File: src/rtl/wrp_pkg.sv
package wrp_pkg;

    localparam int TOTAL_BITS     = 22;
    localparam int WEIGHT_IN_BITS = 16;
    localparam int IDX_OUT_BITS   = 6;
    localparam int CNT_OUT_BITS   = 7;

    localparam logic [TOTAL_BITS-1:0] TOTAL_LIMIT = {TOTAL_BITS{1'b1}};

    localparam logic [1:0] OP_ADD   = 2'd0;
    localparam logic [1:0] OP_CLEAR = 2'd1;
    localparam logic [1:0] OP_PICK  = 2'd2;

    localparam logic [1:0] ST_OK    = 2'd0;
    localparam logic [1:0] ST_EMPTY = 2'd1;
    localparam logic [1:0] ST_FULL  = 2'd2;
    localparam logic [1:0] ST_RANGE = 2'd3;

    typedef enum logic [2:0] {
        S_FETCH,
        S_DECODE,
        S_UPDATE,
        S_PRIME,
        S_SCAN,
        S_EMIT
    } step_t;

    typedef enum logic [2:0] {
        ACT_LATCH,
        ACT_CHECK,
        ACT_UPDATE,
        ACT_PRIME,
        ACT_SCAN,
        ACT_EMIT
    } act_t;

    typedef enum logic [2:0] {
        C_ALWAYS,
        C_ACCEPT,
        C_PICK,
        C_FAIL,
        C_DONE,
        C_OUT_FREE
    } cond_t;

    typedef struct packed {
        act_t  act;
        cond_t cond;
        step_t jump;
        step_t next;
    } ctrl_t;

    typedef struct packed {
        logic is_pick;
        logic check_fail;
        logic scan_done;
    } dp_flags_t;

    typedef struct packed {
        logic in_accept;
        logic out_free;
    } io_flags_t;

    typedef struct packed {
        act_t act;
        logic ready;
    } seq_stat_t;

    // Control store: the step jumps to "jump" when its condition holds, else to "next".
    function automatic ctrl_t ucode_rom(input step_t step);
        ctrl_t word;
        case (step)
            S_FETCH:  word = '{ACT_LATCH,  C_ACCEPT,   S_DECODE, S_FETCH};
            S_DECODE: word = '{ACT_CHECK,  C_PICK,     S_PRIME,  S_UPDATE};
            S_UPDATE: word = '{ACT_UPDATE, C_ALWAYS,   S_EMIT,   S_EMIT};
            S_PRIME:  word = '{ACT_PRIME,  C_FAIL,     S_EMIT,   S_SCAN};
            S_SCAN:   word = '{ACT_SCAN,   C_DONE,     S_EMIT,   S_SCAN};
            S_EMIT:   word = '{ACT_EMIT,   C_OUT_FREE, S_FETCH,  S_EMIT};
            default:  word = '{ACT_LATCH,  C_ALWAYS,   S_FETCH,  S_FETCH};
        endcase
        return word;
    endfunction

endpackage

File: src/rtl/wrp_seq.sv
module wrp_seq (
    input  logic               clk,
    input  logic               rst_n,
    input  wrp_pkg::dp_flags_t dp_flags,
    input  wrp_pkg::io_flags_t io_flags,
    output wrp_pkg::seq_stat_t seq_stat
);
    import wrp_pkg::*;

    step_t step_reg;
    step_t step_next;
    ctrl_t ctrl;
    logic  taken;

    always_comb
    begin
        ctrl = ucode_rom(step_reg);
        seq_stat.act = ctrl.act;
        seq_stat.ready = (step_reg == S_FETCH);
    end

    always_comb
    begin
        case (ctrl.cond)
            C_ALWAYS:   taken = 1'b1;
            C_ACCEPT:   taken = io_flags.in_accept;
            C_PICK:     taken = dp_flags.is_pick;
            C_FAIL:     taken = dp_flags.check_fail;
            C_DONE:     taken = dp_flags.scan_done;
            C_OUT_FREE: taken = io_flags.out_free;
            default:    taken = 1'b1;
        endcase
        step_next = taken ? ctrl.jump : ctrl.next;
    end

    always_ff @(posedge clk or negedge rst_n)
    begin
        if (!rst_n)
        begin
            step_reg <= S_FETCH;
        end
        else
        begin
            step_reg <= step_next;
        end
    end

endmodule

File: src/rtl/wrp_dp.sv
module wrp_dp #(
    parameter int MAX_ITEMS   = 64,
    parameter int WEIGHT_BITS = 16
) (
    input  logic                                 clk,
    input  logic                                 rst_n,
    input  wrp_pkg::act_t                        act,
    input  logic                                 in_accept,
    input  logic [1:0]                           operation,
    input  logic [wrp_pkg::WEIGHT_IN_BITS-1:0]   weight,
    input  logic [wrp_pkg::TOTAL_BITS-1:0]       choice,
    output wrp_pkg::dp_flags_t                   dp_flags,
    output logic [$clog2(MAX_ITEMS)-1:0]         res_idx,
    output logic [1:0]                           res_status,
    output logic [$clog2(MAX_ITEMS+1)-1:0]       count,
    output logic [wrp_pkg::TOTAL_BITS-1:0]       total
);
    import wrp_pkg::*;

    localparam int IDX_W = $clog2(MAX_ITEMS);
    localparam int CNT_W = $clog2(MAX_ITEMS + 1);
    localparam int SUM_W = ((WEIGHT_BITS > TOTAL_BITS) ? WEIGHT_BITS : TOTAL_BITS) + 1;

    logic [WEIGHT_BITS-1:0] mem [MAX_ITEMS];
    logic [WEIGHT_BITS-1:0] rdata_reg;

    logic [1:0]             op_reg;
    logic [WEIGHT_BITS-1:0] w_reg;
    logic [TOTAL_BITS-1:0]  choice_reg;
    logic [CNT_W-1:0]       count_reg;
    logic [CNT_W-1:0]       count_next;
    logic [TOTAL_BITS-1:0]  total_reg;
    logic [TOTAL_BITS-1:0]  total_next;
    logic [TOTAL_BITS-1:0]  run_reg;
    logic [IDX_W-1:0]       addr_reg;
    logic [IDX_W-1:0]       idx_reg;
    logic [IDX_W-1:0]       res_idx_reg;
    logic [1:0]             res_status_reg;

    logic [SUM_W-1:0]       add_sum;
    logic                   add_ok;
    logic                   mem_we;
    logic [SUM_W-1:0]       scan_sum;
    logic                   scan_hit;
    logic                   scan_last;

    assign add_sum = SUM_W'(total_reg) + SUM_W'(w_reg);
    assign add_ok  = (count_reg != CNT_W'(MAX_ITEMS)) && (add_sum <= SUM_W'(TOTAL_LIMIT));
    assign mem_we  = (act == ACT_UPDATE) && (op_reg == OP_ADD) && add_ok;

    assign scan_sum  = SUM_W'(run_reg) + SUM_W'(rdata_reg);
    assign scan_hit  = SUM_W'(choice_reg) <= scan_sum;
    assign scan_last = (CNT_W'(idx_reg) + CNT_W'(1)) == count_reg;

    assign dp_flags.is_pick    = (op_reg == OP_PICK);
    assign dp_flags.check_fail = (count_reg == '0) || (choice_reg == '0)
                                 || (choice_reg > total_reg);
    assign dp_flags.scan_done  = scan_hit || scan_last;

    assign res_idx    = res_idx_reg;
    assign res_status = res_status_reg;
    assign count      = count_reg;
    assign total      = total_reg;

    always_comb
    begin
        count_next = count_reg;
        total_next = total_reg;
        if (act == ACT_UPDATE)
        begin
            if (mem_we)
            begin
                count_next = count_reg + CNT_W'(1);
                total_next = add_sum[TOTAL_BITS-1:0];
            end
            else if (op_reg == OP_CLEAR)
            begin
                count_next = '0;
                total_next = '0;
            end
        end
    end

    always_ff @(posedge clk or negedge rst_n)
    begin
        if (!rst_n)
        begin
            count_reg <= '0;
            total_reg <= '0;
        end
        else
        begin
            count_reg <= count_next;
            total_reg <= total_next;
        end
    end

    always_ff @(posedge clk)
    begin
        if (mem_we)
        begin
            mem[count_reg[IDX_W-1:0]] <= w_reg;
        end
        rdata_reg <= mem[addr_reg];
    end

    always_ff @(posedge clk)
    begin
        case (act)
            ACT_LATCH:
            begin
                if (in_accept)
                begin
                    op_reg     <= operation;
                    w_reg      <= WEIGHT_BITS'(weight);
                    choice_reg <= choice;
                end
            end
            ACT_CHECK:
            begin
                addr_reg <= '0;
                run_reg  <= '0;
            end
            ACT_UPDATE:
            begin
                if (op_reg == OP_ADD)
                begin
                    res_idx_reg    <= add_ok ? count_reg[IDX_W-1:0] : '0;
                    res_status_reg <= add_ok ? ST_OK : ST_FULL;
                end
                else
                begin
                    res_idx_reg    <= '0;
                    res_status_reg <= ST_OK;
                end
            end
            ACT_PRIME:
            begin
                addr_reg       <= addr_reg + IDX_W'(1);
                idx_reg        <= '0;
                res_idx_reg    <= '0;
                res_status_reg <= (count_reg == '0) ? ST_EMPTY : ST_RANGE;
            end
            ACT_SCAN:
            begin
                addr_reg <= addr_reg + IDX_W'(1);
                idx_reg  <= idx_reg + IDX_W'(1);
                run_reg  <= scan_sum[TOTAL_BITS-1:0];
                res_idx_reg    <= scan_hit ? idx_reg : '0;
                res_status_reg <= scan_hit ? ST_OK : ST_RANGE;
            end
            default:
            begin
            end
        endcase
    end

`ifndef ASSERT_OFF
    a_empty_total: assert property (@(posedge clk) disable iff (!rst_n)
        (count_reg == '0) |-> (total_reg == '0))
        else $error("empty table with nonzero total");

    a_add_count: assert property (@(posedge clk) disable iff (!rst_n)
        mem_we |=> (count_reg == $past(count_reg) + CNT_W'(1)))
        else $error("stored add did not advance the count");

    a_scan_hit: assert property (@(posedge clk) disable iff (!rst_n)
        ((act == ACT_SCAN) && scan_hit)
        |=> ((res_status_reg == ST_OK) && (res_idx_reg == $past(idx_reg))))
        else $error("scan hit not reported");
`endif

endmodule

File: src/rtl/weighted_random_pick.sv
// Weighted random pick: a table of item weights with roulette wheel selection.
// Input channel: in_valid/in_stall carry operation, weight and choice. An item
// is taken at a clock edge where in_valid is high and in_stall is low. An add
// appends a weight, a clear empties the table, a pick returns the index of the
// first item whose running weight sum reaches choice (1 to total_weight).
// Output channel: out_valid/out_stall carry item_index, status, item_count and
// total_weight; every input item gives exactly one result item.
// Operation: a small microcoded sequencer steps a datapath with a weight memory
// that has one write port and one read port. Add and clear pass through decode
// and update, and rejected picks through decode and prime, before the result is
// emitted; other picks then scan from item 0 up to the item they land on, and
// the scan reads one stored weight per cycle from the memory. The next item is
// taken only after the result enters the output register.
// A stalled result holds in the output register; the block finishes the
// following item and waits with it until the register frees up.
// Reset empties the table and clears the output channel; weight memory
// contents are not cleared and are never used before being written.
module weighted_random_pick #(
    parameter int MAX_ITEMS   = 64,
    parameter int WEIGHT_BITS = 16
) (
    input  logic                                 clk,
    input  logic                                 rst_n,
    input  logic                                 in_valid,
    output logic                                 in_stall,
    input  logic [1:0]                           operation,
    input  logic [wrp_pkg::WEIGHT_IN_BITS-1:0]   weight,
    input  logic [wrp_pkg::TOTAL_BITS-1:0]       choice,
    output logic                                 out_valid,
    input  logic                                 out_stall,
    output logic [wrp_pkg::IDX_OUT_BITS-1:0]     item_index,
    output logic [1:0]                           status,
    output logic [wrp_pkg::CNT_OUT_BITS-1:0]     item_count,
    output logic [wrp_pkg::TOTAL_BITS-1:0]       total_weight
);
    import wrp_pkg::*;

    localparam int IDX_W = $clog2(MAX_ITEMS);
    localparam int CNT_W = $clog2(MAX_ITEMS + 1);

    seq_stat_t             seq_stat;
    dp_flags_t             dp_flags;
    io_flags_t             io_flags;
    logic [IDX_W-1:0]      res_idx;
    logic [1:0]            res_status;
    logic [CNT_W-1:0]      count;
    logic [TOTAL_BITS-1:0] total;
    logic                  out_load;

    logic                    out_valid_reg;
    logic                    out_valid_next;
    logic [IDX_OUT_BITS-1:0] index_reg;
    logic [1:0]              status_reg;
    logic [CNT_OUT_BITS-1:0] count_reg;
    logic [TOTAL_BITS-1:0]   total_reg;

    assign in_stall           = !seq_stat.ready;
    assign io_flags.in_accept = in_valid && seq_stat.ready;
    assign io_flags.out_free  = !out_valid_reg || !out_stall;
    assign out_load           = (seq_stat.act == ACT_EMIT) && io_flags.out_free;

    wrp_seq u_seq (
        .clk      (clk),
        .rst_n    (rst_n),
        .dp_flags (dp_flags),
        .io_flags (io_flags),
        .seq_stat (seq_stat)
    );

    wrp_dp #(
        .MAX_ITEMS   (MAX_ITEMS),
        .WEIGHT_BITS (WEIGHT_BITS)
    ) u_dp (
        .clk        (clk),
        .rst_n      (rst_n),
        .act        (seq_stat.act),
        .in_accept  (io_flags.in_accept),
        .operation  (operation),
        .weight     (weight),
        .choice     (choice),
        .dp_flags   (dp_flags),
        .res_idx    (res_idx),
        .res_status (res_status),
        .count      (count),
        .total      (total)
    );

    always_comb
    begin
        out_valid_next = out_valid_reg;
        if (out_load)
        begin
            out_valid_next = 1'b1;
        end
        else if (!out_stall)
        begin
            out_valid_next = 1'b0;
        end
    end

    always_ff @(posedge clk or negedge rst_n)
    begin
        if (!rst_n)
        begin
            out_valid_reg <= 1'b0;
        end
        else
        begin
            out_valid_reg <= out_valid_next;
        end
    end

    always_ff @(posedge clk)
    begin
        if (out_load)
        begin
            index_reg  <= IDX_OUT_BITS'(res_idx);
            status_reg <= res_status;
            count_reg  <= CNT_OUT_BITS'(count);
            total_reg  <= total;
        end
    end

    assign out_valid    = out_valid_reg;
    assign item_index   = index_reg;
    assign status       = status_reg;
    assign item_count   = count_reg;
    assign total_weight = total_reg;

endmodule
File: config.mk
export PLATFORM = sky130hd
export DESIGN_NAME = weighted_random_pick
export DESIGN_NICKNAME = d
export VERILOG_FILES = /design/src/rtl/wrp_pkg.sv /design/src/rtl/wrp_seq.sv /design/src/rtl/wrp_dp.sv /design/src/rtl/weighted_random_pick.sv
export SDC_FILE = /design/constraint.sdc
export NUM_CORES = 1
export LEC_CHECK = 0
export BUFFER_PORTS_ARGS = -buffer_cell sky130_fd_sc_hd__buf_2
export CAP_MARGIN = 20
export CORE_MARGIN = 2
export CORE_UTILIZATION = 45
export CTS_CLUSTER_DIAMETER = 50
export DETAILED_ROUTE_END_ITERATION = 7
export PLACE_DENSITY = 0.7
export RECOVER_POWER = 50
export SKIP_LAST_GASP = 1
export SLEW_MARGIN = 15
export SYNTH_ARGS = -nofsm -noshare
export SYNTH_HDL_FRONTEND = slang
export SYNTH_HIERARCHICAL = 1
export SYNTH_SLANG_ARGS = --single-unit
File: constraint.sdc
create_clock -name clk -period 11.6 [get_ports clk]
set_clock_uncertainty 0.2 [all_clocks]
set_input_delay 2.32 -clock clk [delete_from_list [all_inputs] [get_ports clk]]
set_output_delay 2.32 -clock clk [all_outputs]
set_load 0.03 [all_outputs]
Word level (Yosys, flattened, before mapping) --
Memories as Yosys holds them, arrays and structs flattened. A register that Yosys moved wholly into a read port is not among the register bits. Index checks and enable logic that the tools add are counted.
Word-level totals: bits in registers 152, bits in writable memories 1024, output and inout bits 39, word-level logic and storage cells 94, memories kept 1
Operators by class: $add $sub $neg 6, $lt $le $gt $ge 3, equality and inequality tests 20, mux-type cells 23, reduce and logical (&&, ||, !) cells 25
Memories:
- u_dp.mem | words 64, bits a word 16, read ports 1, clocked after Yosys merged registers in 1, wr ports 1, RTL line wrp_dp.sv:24 | logic [WEIGHT_BITS-1:0] mem [MAX_ITEMS];
Operators by type and width (count):
- 12-bit case mux with 6 select lines | 1
- 22-bit by 16-bit adder with 23-bit output | 2
- 22-bit two-way mux | 2
- 22-bit case mux with 2 select lines | 1
- 6-bit case mux with 2 select lines | 2
- 22-bit by 23-bit less-or-equal comparator with 1-bit output | 1
- 23-bit by 22-bit less-or-equal comparator with 1-bit output (second input constant) | 1
- 22-bit > comparator | 1
- 22-bit zero test | 1
- 3-bit by 2-bit equality test with 1-bit output (second input constant) | 6
- 3-bit equality test (second input constant) | 6
- 6-bit two-way mux | 3
- 6-bit case mux with 3 select lines | 1
- 7-bit two-way mux | 2
- 6-bit by 1-bit adder with 6-bit output (second input constant) | 2
- 3-bit by 1-bit equality test with 1-bit output (second input constant) | 3
- 2-bit two-way mux | 4
- 2-bit nonzero test | 4
- 6-bit by 1-bit adder with 7-bit output (second input constant) | 1
- 7-bit by 1-bit adder with 7-bit output (second input constant) | 1
- 7-bit equality test | 1
- 7-bit zero test | 1
- 7-bit inequality test (second input constant) | 1
- 3-bit zero test | 2
- 14 further kinds | 27

Logic depth before layout (Yosys ltp) --
depth in word-level cells 7, depth in mapped cells 23, gate-level depth less buffers 23

Hierarchy --
Netlist, hierarchy kept.
By module, submodules not included:
- wrp_dp | instances 1, cells each 2250, area each 46602.2 sq um, sequential area each 34257.9 sq um
- weighted_random_pick | instances 1, cells each 44, area each 1182.4 sq um, sequential area each 1136.1 sq um
- wrp_seq | instances 1, cells each 22, area each 210.2 sq um, sequential area each 75.1 sq um

Worst setup path after synthesis --
No wires, ideal clock.
path kind input to register, start point input in_valid, end point register u_dp.choice_reg[0], enable pin, library setup time 0.552 ns, arrival 6.603 ns, required time 10.848 ns, setup slack 4.245 ns, stages on the path 2, buffers on the path 0, cell sequence and2_1 nor4b_1
On the way: longest elaborated chain between the ends 2
Ends and longest elaborated chain:
- start: declaration | RTL line weighted_random_pick.sv:24 | input logic in_valid,
- 1-bit logical AND | RTL line weighted_random_pick.sv:58 | assign io_flags.in_accept = in_valid && seq_stat.ready;
- 2-bit AND reduction (no line)
- end signal: assignment | RTL line wrp_dp.sv:116 | choice_reg <= choice;
- end: declaration | RTL line wrp_dp.sv:29 | logic [TOTAL_BITS-1:0] choice_reg;
Every way passes these cells. A chain may end at the register's enable or synchronous reset.

Final worst setup path --
start point register u_dp.w_reg[13], end point memory u_dp.mem[53][1], enable pin
On the way: longest elaborated chain between the ends 6
Ends and longest elaborated chain:
- start: declaration | RTL line wrp_dp.sv:28 | logic [WEIGHT_BITS-1:0] w_reg;
- start signal: assignment | RTL line wrp_dp.sv:115 | w_reg <= WEIGHT_BITS'(weight);
- 22-bit by 16-bit adder with 23-bit output | RTL line wrp_dp.sv:47 | assign add_sum = SUM_W'(total_reg) + SUM_W'(w_reg);
- 23-bit by 22-bit less-or-equal comparator with 1-bit output | RTL line wrp_dp.sv:48 | assign add_ok = (count_reg != CNT_W'(MAX_ITEMS)) && (add_sum <= SUM_W'(TOTAL_LIMIT));
- 1-bit logical AND | RTL line wrp_dp.sv:48
- 1-bit logical AND | RTL line wrp_dp.sv:49 | assign mem_we = (act == ACT_UPDATE) && (op_reg == OP_ADD) && add_ok;
- 1-bit two-way mux | RTL line wrp_dp.sv:100 | if (mem_we)
- 1-bit two-way mux (not written as such) | RTL line wrp_dp.sv:102 | mem[count_reg[IDX_W-1:0]] <= w_reg;
- end: declaration | RTL line wrp_dp.sv:24
Every way passes these cells.

==> summary.md <==
| Metric | Value |
|---|---|
| Status | `finished, violations left` |
| Failing checks | `max-capacitance violations, max-slew violations` |
| GPL Wtd Cong | `0.882` |
| Maxcap violations | `18` |
| Die Y-Extent | `331 um` |
| CTS buffer count | `116` |
| Slew Limit Fails | `1,121` |
| CTS tree | `done` |
| Hold_buf cts | `0` |
| Arrival time at the worst endpoint | `7.09 ns` |
| Switching pwr | `4.20 mW` |
| RR Startpoint | `u_dp/w_reg[13]` |
| HP Start | `u_dp/res_idx[5]` |
| Final hold vios | `0` |
| Warnings, synthesis | `6` |
| Core Util, Final | `51.6%` |
| Initial core utilization | `45.5%` |
| Io pins | `83` |
| Total track usage | `21.2%` |
| Via count | `24,400` |
| Rel. slew slack | `-142%` |
| Sink Count | `1,192` |
| Post-DP HPWL | `70,000 um` |
| Post-CTS resize count | `0` |
| Syn Area/Cell | `20.7 um^2` |
| Clock Path Buffers | `3` |
| Routed WL | `115,000 um` |
| Total gr overflow | `0` |
| Worst path top cell family by delay | `buffers and inverters` |
| Top_reg_cell synth | `edfxtp_1` |
| Root buffer cell | `clkbuf_16` |
| Post-synth top area cell | `edfxtp_1` |
| Full die area | `109,000 um^2` |
| # DRC | `0` |
| Synth unique cells | `78` |
| Row Count | `119` |
| Critical path launch point | `u_dp/w_reg[13]` |
| Area delta synth->final | `13.5%` |
| Setup repair after global routing missed its margin | `false` |
| Syn Inst Count | `2,316` |
| Post-synth EDFFs | `1,143` |
| Critical path, cell by cell | `clkbuf_1, ha_1, a21oi_1, nor3_1, a21o_1, a31o_4, nor2_2, nand4_1, nor2_1, buf_4` |
| Post-synthesis sequential area ratio | `73.9%` |
| Lkg Pwr | `17.6 nW` |
| CP endpoint kind | `flip-flop` |
| Met3 GRT Util | `3.87%` |
| Worst VDD drop | `0.265 mV` |
| Number of global-route vias before repair | `24,400` |
| Pwr dens | `245 nW/um^2` |
| # Post-CTS Setup Buffers | `0` |
| Ratio of cells with drive above 1 in the final layout | `26.8%` |
| Synth area leaders | `edfxtp_1, mux4_2, ha_1` |
| H-tree lvl count | `3` |
| # port buffers | `82` |
| Met2 track demand over resource | `33.3%` |
| Post-Syn Area | `48,000 um^2` |
| Internal power | `9.17 mW` |
| Final nets | `2,637` |
| Met1 Track Usage GR | `30.8%` |
| Grt peak-use layer | `met2` |
| Comb pwr share | `30.7%` |
| Post-synthesis async set-or-reset flop share | `2.77%` |
| Critical Path RT | `11.77 ns` |
| CP max stage cell | `clkbuf_1` |
| Via/cell ratio | `6.10` |
| Switch share | `31.4%` |
| Die X | `331 um` |
| Initial DRC count | `2,866` |
| Fmax | `145 MHz` |
| Core Area | `106,000 um^2` |
| Clk Latency, worst-skew pair | `0.71 ns` |
| Setup TNS Final | `0 ns` |
| Top cell type's share of synthesized area | `71.5%` |
| First-pass GRT wire length | `167,000 um` |
| Max FO, Critical Path | `65` |
| Critical Path Max Stage Delay | `2.51 ns` |
| Min Tclk post-route | `6.92 ns` |
| Initial antenna violation count | `2` |
| DR WL/cell | `28.7 um` |
| Worst-path clk slew | `0.06 ns` |
| Largest net degree at the start of global routing | `109` |
| CP bufs+invs | `2` |
| Cell with the most instances after synthesis | `edfxtp_1` |
| Worst slew pin tran | `3.63 ns` |
| Hold WC Path Type | `flip-flop to flip-flop` |
| Most instantiated cells after synthesis | `edfxtp_1, mux4_2, nor2_1` |
| Max FFs per register | `1,024` |
| Syn Nets | `2,441` |
| Final setup violating endpoints | `0` |
| Antenna Violating Nets Remaining | `0` |
| Share of power burned in registers | `39.6%` |
| Yosys reg bits | `1,192` |
| 1st-pass router iterations | `5` |
| Clk pwr share | `29.8%` |
| Worst Setup Start Kind | `flip-flop` |
| Share of the clock period used by the worst path | `59.6%` |
| Crit Path Class | `flip-flop to flip-flop` |
metrics by stage:
stage / setup slack [ns] / instances / area (um^2) / hold WS (ns) / total power [mW]
finish: 4.68 / 4005 / 54500 / 0.227 / 13.4
global route: 4.33 / 4004 / 54500 / 0.245 / 13.9
CTS: 6.64 / 4003 / 54600 / 0.228 / 13.4
detailed placement: 6.69 / 3784 / 50500 / 0.214 / 9.47
global placement: 6.69 / 3780 / 50400 / 0.219 / 9.37
floorplan: 4.25 / 2316 / 48000 / 0.200 / 8.12
cell usage in the layout, fill, tap and decap left out, types with 6 or more instances in the layout:
master      Yosys  layout
a31oi_1         9       9
clkinv_1        1      17
or2_2           6       6
buf_2          32      72
ha_1           79      79
or4_1           6       6
nand3_1        23      23
a21o_1         30      30
clkbuf_8        0       7
buf_4           5      76
nor3_1         19      19
o21a_1         10      10
nor2_1        117     117
clkinvlp_4      0       6
nor4_1          8       8
inv_1          50      50
o21ai_0        39      39
clkbuf_1       46      44
bufinv_16       0      19
or3_1           8       8
xor2_1         20      20
dfxtp_1        16      16
clkbuf_16       0     117
mux4_2        336     336
inv_6           0       6
xnor2_1        18      18
edfxtp_1     1143    1143
nor2b_1        10      10
a21oi_1        56      57
dfrtp_1        33      33
clkinv_2        0      23
nand2_1        52      52
nand4_1        13      13
and3_1         11      11
a32o_1         10      10
nand2b_1        8       8
layout make-up:
class | instances | area (um^2)
well taps | 1391 | 1740
clock buffers | 138 | 3080
clock inverters | 81 | 1000
repair buffers | 183 | 1140
flip-flops and latches | 1192 | 35500
multi-input cells | 968 | 11800
fillers | 8037 | 51100
inverters | 51 | 191
diodes | 1 | 2.50
power by group through the flow:
stage               Combinational (mW)  Clock (mW)  Sequential [mW]
finish                            4.10        3.98             5.29
global route                      4.39        4.19             5.31
CTS                               4.13        4.03             5.27
detailed placement                4.12           0             5.35
global placement                  3.98           0             5.38
floorplan                         2.80           0             5.32
path summary, 6_finish.rpt:
check	endpoint	slack [ns]	cells past startpoint
setup / recovery	u_dp/mem[53][1]	4.68	10
hold reg to reg	item_index[5]	0.23	0
hold / removal	item_index[5]	0.23	0
setup reg to reg	u_dp/mem[53][1]	4.68	10
max in group asynchronous	u_dp/total[1]	7.99	1
min in group asynchronous	u_dp/total[2]	2.00	1
worst reg2reg max path, cell delays in order (launching register included):
cell      delay (ns)
edfxtp_1        0.32
clkbuf_1        2.51
ha_1            0.74
a21oi_1         0.23
nor3_1          0.07
a21o_1          0.16
a31o_4          0.24
nor2_2          0.70
nand4_1         0.76
nor2_1          0.32
buf_4           0.33
layer usage:
metal | vias to the layer above | share of wire (%)
met3 | 197 | 9.3
met5 | - | 0.010
met4 | 2 | 2.7
met1 | 12900 | 41
li1 | 10000 | -
met2 | 1280 | 47
logic make-up (layout without fill, tap and decap cells):
family	Yosys count	count (layout)	synth area share, %
AND/OR/NAND/NOR	303	303	3.09
AO/OA/AOI/OAI	208	208	2.93
multiplexers	338	338	15.8
buffers and inverters	156	453	1.44
XOR/XNOR	38	38	0.693
flip-flops	1192	1192	73.9
other	0	1	0
adder cells (fa/ha/maj)	81	81	2.14
No activity file was read; power rests on OpenSTA's default activity.
